File: config.mk
export PLATFORM = sky130hd
export DESIGN_NAME = cear_fifo
export DESIGN_NICKNAME = d
export VERILOG_FILES = /design/src/hdl/cear_pkg.sv /design/src/hdl/cear_fifo.sv
export SDC_FILE = /design/constraint.sdc
export NUM_CORES = 1
export LEC_CHECK = 0
export ABC_CLOCK_PERIOD_IN_PS = 4550
export BUFFER_PORTS_ARGS = -buffer_cell sky130_fd_sc_hd__buf_2
export CAP_MARGIN = 10
export CELL_PAD_IN_SITES_DETAIL_PLACEMENT = 0
export CELL_PAD_IN_SITES_GLOBAL_PLACEMENT = 1
export CORE_AREA = 4 4 74 76
export CTS_BUF_LIST = sky130_fd_sc_hd__clkbuf_4
export CTS_CLUSTER_SIZE = 40
export DETAILED_ROUTE_END_ITERATION = 12
export DIE_AREA = 0 0 78 80
export GPL_TIMING_DRIVEN = 0
export PLACE_DENSITY_LB_ADDON = 0.1
export SKIP_LAST_GASP = 1
export SLEW_MARGIN = 10
export SYNTH_ARGS = -nofsm -noshare
export SYNTH_HDL_FRONTEND = slang
export SYNTH_SLANG_ARGS = --single-unit
File: constraint.sdc
create_clock -name clock -period 4.55 [get_ports clock]
set_input_delay 0.6825 -clock clock [delete_from_list [all_inputs] [get_ports clock]]
set_output_delay 0.6825 -clock clock [all_outputs]
set_load 0.02 [all_outputs]
File: src/hdl/cear_pkg.sv
// ---------------------------------------------------------------------------
// cear_pkg
// Shared constants, types and helpers for the cell edge aspect ratio block.
// ---------------------------------------------------------------------------
package cear_pkg;

   // default coordinate width and ratio fraction bits
   localparam int COORD_WIDTH     = 24;
   localparam int RATIO_FRAC_BITS = 16;

   // edge length scale: len = floor(sqrt(sum_sq * 2^LEN_SCALE))
   localparam int LEN_SCALE       = 16;

   // result word
   localparam int RESULT_WIDTH    = 32;

   // queue between front and back
   localparam int QUEUE_DEPTH     = 4;

   localparam int NUM_EDGES       = 3;
   localparam int NUM_AXES        = 3;
   localparam int NUM_PAIRS       = 6;

   typedef logic [1:0] edge_idx_type;

   // numerator and denominator edge of each ordered pair
   localparam edge_idx_type PAIR_NUM [NUM_PAIRS] = '{2'd0, 2'd0, 2'd1, 2'd1, 2'd2, 2'd2};
   localparam edge_idx_type PAIR_DEN [NUM_PAIRS] = '{2'd1, 2'd2, 2'd0, 2'd2, 2'd0, 2'd1};

   // bits of an edge length for a given coordinate width
   function automatic int len_width(int cw);
      int sum_w;
      sum_w = 2 * (cw + 1) + 2;
      return (sum_w + LEN_SCALE + 1) >> 1;
   endfunction

endpackage

File: src/hdl/cear_fifo.sv
// ---------------------------------------------------------------------------
// cear_fifo
// Short queue of edge length triples between front and back.
// ---------------------------------------------------------------------------
module cear_fifo #(
   parameter int WIDTH = 8,
   parameter int DEPTH = cear_pkg::QUEUE_DEPTH
) (
   input  logic             clock,
   input  logic             reset,
   input  logic             push_valid,
   output logic             push_ready,
   input  logic [WIDTH-1:0] push_data,
   output logic             pop_valid,
   input  logic             pop_ready,
   output logic [WIDTH-1:0] pop_data
);
   import cear_pkg::*;

   localparam int PW = (DEPTH > 1) ? $clog2(DEPTH) : 1;
   localparam int CW = $clog2(DEPTH + 1);

   logic [WIDTH-1:0] mem_ff [DEPTH];
   logic [PW-1:0]    wr_ff, wr_in, rd_ff, rd_in;
   logic [CW-1:0]    cnt_ff, cnt_in;
   logic             push, pop;

   assign push_ready = (cnt_ff != CW'(DEPTH));
   assign pop_valid  = (cnt_ff != '0);
   assign pop_data   = mem_ff[rd_ff];
   assign push       = push_valid && push_ready;
   assign pop        = pop_valid && pop_ready;

   // pointer and count update
   always_comb begin
      wr_in  = wr_ff;
      rd_in  = rd_ff;
      cnt_in = cnt_ff;
      if (push) begin
         wr_in = (wr_ff == PW'(DEPTH - 1)) ? '0 : wr_ff + 1'b1;
      end
      if (pop) begin
         rd_in = (rd_ff == PW'(DEPTH - 1)) ? '0 : rd_ff + 1'b1;
      end
      if (push && !pop) begin
         cnt_in = cnt_ff + 1'b1;
      end else if (pop && !push) begin
         cnt_in = cnt_ff - 1'b1;
      end
   end

   always_ff @(posedge clock) begin
      if (reset) begin
         wr_ff  <= '0;
         rd_ff  <= '0;
         cnt_ff <= '0;
      end else begin
         wr_ff  <= wr_in;
         rd_ff  <= rd_in;
         cnt_ff <= cnt_in;
      end
   end

   // storage write
   always_ff @(posedge clock) begin
      if (push) begin
         mem_ff[wr_ff] <= push_data;
      end
   end

endmodule

* After elaboration in Yosys (flattened, before gate mapping)
Memory sizes are Yosys's and may differ from the RTL's. A register that Yosys moved wholly into a read port is not among the register bits.
Index checks and enable logic that the tools add are counted.
** Storage, ports and cells
- Flip-flop bits (word level) :: 7
- Latch bits :: 0
- Bits in writable memories :: 32
- Bits in read-only memories :: 0
- Input port bits :: 12
- Output and inout port bits :: 10
- Memories :: 1
** Memories
- mem_ff :: words 4, bits a word 8, read ports 1, clocked after Yosys merged registers in 1, write ports 1, RTL line cear_fifo.sv:23 : logic [WIDTH-1:0] mem_ff [DEPTH];
** Cells by class
- $add $sub $neg :: 4
- $mul :: 0
- Divide/modulo/power cells :: 0
- Magnitude comparators :: 0
- Equal/unequal tests :: 3
- Shift operators :: 0
- Muxes and demuxes :: 8
- Bitwise gates (word level) :: 0
- Reduce and logical (&&, ||, !) cells :: 8
** Operators by type and width (number)
- 2-bit two-way mux :: 4
- 3-bit two-way mux :: 2
- 2-bit by 1-bit adder with 2-bit output, second input constant :: 2
- 2-bit == test, second input constant :: 2
- 1-bit logical AND :: 4
- 3-bit by 1-bit adder with 3-bit output, second input constant :: 1
- 3-bit inequality test, second input constant :: 1
- 3-bit nonzero test :: 1
- 3-bit by 1-bit subtractor with 3-bit output, second input constant :: 1
- 1-bit logical NOT :: 2
- 1-bit two-way mux :: 2
- 2-bit nonzero test :: 1

* Depth between registers and ports, before layout
- Depth after elaboration :: 6
- Gate-level depth with buffers :: 9
- Mapped depth without buffers :: 8

* Least setup slack after synthesis
OpenSTA, ideal clock, no wires.
- Path type :: reg-to-reg
- Start :: register cnt_ff[0]
- End :: register cnt_ff[2]
- Setup time :: 0.070 ns
- Arrival :: 2.151 ns
- Setup slack :: 2.329 ns
- Stages on the path, launching flop included :: 10
- Path buffers :: 1
- Period minus slack after synthesis :: 2.221 ns
- Cell sequence :: dfxtp_1 > or3b_1 > clkbuf_2 > and2_4 > ha_1 > inv_1 > fa_1 > xor2_1 > or3_2 > a21oi_1
** Between the ends
- Word-level cells in the longest chain between the ends :: 5
- Elaborated cells between the ends (all ways) :: 13
- Classes of those cells :: 2 x add/sub; 1 x eq/ne; 2 x mux; 8 x reduce/logical
** RTL lines
- from (decl) :: RTL line cear_fifo.sv:25 : logic [CW-1:0] cnt_ff, cnt_in;
- from (signal assigned) :: RTL line cear_fifo.sv:60 : cnt_ff <= cnt_in;
- 3-bit inequality test (*) :: RTL line cear_fifo.sv:28 : assign push_ready = (cnt_ff != CW'(DEPTH));
- net push_ready :: RTL line cear_fifo.sv:12 : output logic push_ready,
- 1-bit logical AND (*) :: RTL line cear_fifo.sv:31 : assign push = push_valid && push_ready;
- net push :: RTL line cear_fifo.sv:26 : logic push, pop;
- 1-bit logical NOT :: RTL line cear_fifo.sv:47 : end else if (pop && !push) begin
- 1-bit logical AND :: RTL line cear_fifo.sv:47
- 2-bit nonzero test (no line)
The timed path passes the listed nets; every way through them passes the cells marked *. The select of a mux whose other input is x is not followed.
A chain may end at the register's enable or synchronous reset.

* Final worst setup path
- Start :: register cnt_ff[1]
- End :: register cnt_ff[2]
** Between the ends
- Word-level cells in the longest chain between the ends :: 5
- Elaborated cells between the ends (all ways) :: 13
- Classes of those cells :: 2 x add/sub; 1 x eq/ne; 2 x mux; 8 x reduce/logical
** RTL lines
- parallel branches: the longest is 5 deep, another holds 3-bit by 1-bit subtractor with 3-bit output
Several ways; the timed one is not identified. The select of a mux whose other input is x is not followed.

==> impl_metrics.env <==
export IMPL_route_detailed_drc=0
export IMPL_rsz0062_at_grt="false"
export IMPL_std_cell_rows=25
export IMPL_fin_nets=136
export IMPL_numPortBuffers=20
export IMPL_ant_nets=0
export IMPL_p_comb_share_pct=31.5
export IMPL_met3_usage_pct=3.84
export IMPL_worstPathMaxFanout=5
export IMPL_layout_setup_ws_ns=2.19
export IMPL_period_needed_ns=2.36
export IMPL_skew_ns=0.0145
export IMPL_status="finished clean"
export IMPL_peakVddDrop_mv=0.201
export IMPL_busiest_layer="met2"
export IMPL_synth_nets=109
export IMPL_insertion_delay_ns=0.34
export IMPL_tightest_slew_ns=0.531
export IMPL_worst_ep_required_time_ns=4.82
export IMPL_synth_edff_count=32
export IMPL_antenna_found_initial=0
export IMPL_reg2reg_to="cnt_ff[2]"
export IMPL_fp_dieW_um=78
export IMPL_drt_pre_antenna_iters=2
export IMPL_crit_path_start_kind="register"
export IMPL_place_ws_ns=2.11
export IMPL_synth_cell_type_count=26
export IMPL_root_buffer="clkbuf_4"
export IMPL_ys_seq_area_share_pct=69.8
export IMPL_cts_tree="done"
export IMPL_cts_resized=0
export IMPL_cts_sinks=41
export IMPL_gr_usage_met2_pct=16.8
export IMPL_p_sw_uw=312
export IMPL_hold_depth=2
export IMPL_viasPerCell=4.46
export IMPL_final_cells=185
export IMPL_clk_pin_slew_ns=0.11
export IMPL_die_h_um=80
export IMPL_endpoint_kind="register"
export IMPL_clockBufferDepth=2
export IMPL_cp_arrival_ns=2.64
export IMPL_cp_endpoint="cnt_ff[2]"
export IMPL_grt_max_degree=13
export IMPL_avgSynthCellArea_um2=18.2
export IMPL_grt_pass1_wl_mm=4.41
export IMPL_routed_wl_mm=2.66
export IMPL_dp_cells=177
export IMPL_vias=826
export IMPL_pwr_share_clk_pct=18.7
export IMPL_synth_top_area_share_pct=58.8
export IMPL_r2r_cells=7
export IMPL_multi_input_comb_area_um2=464
export IMPL_layout_drive_gt1_share_pct=39.0
export IMPL_antennaDiodeCount=0
export IMPL_totalPowerFinal_uw=983
export IMPL_ios=22
export IMPL_hold_viol_final=0
export IMPL_routed_wire_length_per_instance_um=14.4
export IMPL_ctsHoldBuffers=0
export IMPL_overflow=0
export IMPL_grt_util_met1_pct=10.6
export IMPL_ys_ff_latch=41
export IMPL_gr_usage_all_layers_pct=9.67
export IMPL_hpwlAfterDp_mm=1.85
export IMPL_final_cell_mix="edfxtp_1 (32), buf_2 (21), dfxtp_1 (9)"
export IMPL_finalSetupTns_ns=0
export IMPL_crit_type="reg -> reg"
export IMPL_rr_startpoint="cnt_ff[1]"
export IMPL_pwr_share_seq_pct=49.8
export IMPL_postCtsSetupBuffers=0
export IMPL_critPathLaunch="cnt_ff[1]"
export IMPL_p_per_area_nw_per_um2=524
export IMPL_routabilityCongestion=0.647
export IMPL_cts_buffers=5
export IMPL_min_path_type="reg -> reg"
export IMPL_drtIter0Drc=29
export IMPL_leakagePower_nw=0.687
export IMPL_grt_pass1_vias=899
export IMPL_fillers=458
export IMPL_syn_to_final_growth_pct=14.8
export IMPL_setup_viol=0
export IMPL_seq_area_um2=1140
export IMPL_p_int_uw=671
export IMPL_cap_violations=0
export IMPL_cts_max_level=2
export IMPL_yosys_warnings=0
export IMPL_layout_commonest_cell="edfxtp_1"
export IMPL_initial_core_util_pct=34.6
export IMPL_period_share_pct=51.9
export IMPL_fmax_ghz=0.423
export IMPL_yosys_top_cells_area="edfxtp_1 (59%), dfxtp_1 (11%), mux4_2 (11%)"
export IMPL_synthCells=90
export IMPL_r2r_slack_ns=2.19
export IMPL_drv_slew=0
export IMPL_dieArea_um2=6240
export IMPL_fp_coreArea_um2=4720
export IMPL_switching_share_pct=31.8
export IMPL_fin_util_pct=39.7
export IMPL_synth_main_ff_cell="edfxtp_1"
export IMPL_synthArstFlopShare_pct=0
export IMPL_synth_area_leader_cell="edfxtp_1"
export IMPL_slew_headroom_pct=64.3
export IMPL_syn_area_um2=1630
==> critical path, cell delays in order, from the launching register on <==
cell     delay (ns)
dfxtp_1        0.37
o31ai_1        0.51
ha_1           0.28
inv_1          0.06
fa_1           0.37
xor2_1         0.17
or3_2          0.41
a21oi_1        0.13
==> per-stage QoR <==
stage | area, µm² | hold slack, ns
after floorplan | 1630 | 0.463
after global placement | 1820 | 0.486
after detailed placement | 1820 | 0.484
after CTS | 1880 | 0.500
after global routing | 1880 | 0.520
final | 1880 | 0.494
==> cell usage after synthesis, drive strengths merged, types with 2 or more instances <==
| library cell | number |
|---|---|
| nand2b | 2 |
| a21oi | 2 |
| o31ai | 2 |
| edfxtp | 32 |
| dfxtp | 9 |
| clkbuf | 2 |
| xor2 | 2 |
| mux4 | 8 |
| inv | 3 |
| or3 | 3 |
| mux2i | 3 |
| ha | 6 |
| nor2 | 3 |
| and3 | 4 |
| buf | 2 |
==> sequential cells by signal (all words and copies together) (netlist names), named ones only <==
| register | count |
|---|---|
| mem_ff | 32 |
| cnt_ff | 3 |
| rd_ff | 2 |
| wr_ff | 2 |
==> layout make-up <==
type | instances | share of cell area [%]
Buffer | 4 | 0.934
Clock buffer | 7 | 2.80
Clock inverter | 1 | 0.267
Inverter | 3 | 0.600
Multi-Input combinational cell | 42 | 24.7
Sequential cell | 41 | 60.8
Tap cell | 67 | 4.47
Timing Repair Buffer | 20 | 5.34
==> per-layer routing <==
metal / vias to the layer above / routed length [µm]
met5: - / 0
met4: 0 / 44
met3: 6 / 133
met2: 20 / 1360
met1: 397 / 1120
li1: 403 / -
==> power by group through the flow <==
stage / Clock, mW / Sequential (mW) / Combinational [mW]
floorplan: 0 / 0.490 / 0.237
CTS: 0.193 / 0.490 / 0.318
finish: 0.184 / 0.490 / 0.310
detailed placement: 0 / 0.499 / 0.317
global route: 0.212 / 0.497 / 0.346
global placement: 0 / 0.496 / 0.314
==> how the worst min path moves through the flow <==
| stage | to | startpoint | slack, ns |
|---|---|---|---|
| after floorplan | register | rd_ff[0] | 0.46 |
| after CTS | register | rd_ff[0] | 0.50 |
| after global placement | rd_ff[0] | rd_ff[0] | 0.49 |
| after global routing | mem_ff[1][0] | push_data[0] | 0.52 |
| after detailed placement | rd_ff[0] | rd_ff[0] | 0.48 |
| final | register | rd_ff[0] | 0.49 |
==> kinds of logic after synthesis <==
kind of cell,count (synthesis),share of synthesized area (%)
AND/OR/NAND/NOR,17,6.51
AO/OA/AOI/OAI,5,2.14
buffers and inverters,7,1.76
flip-flops,41,69.8
multiplexers,11,12.9
XOR/XNOR,2,1.07
adder cells (fa/ha/maj),7,5.82
(Power assumes the default switching activity.)
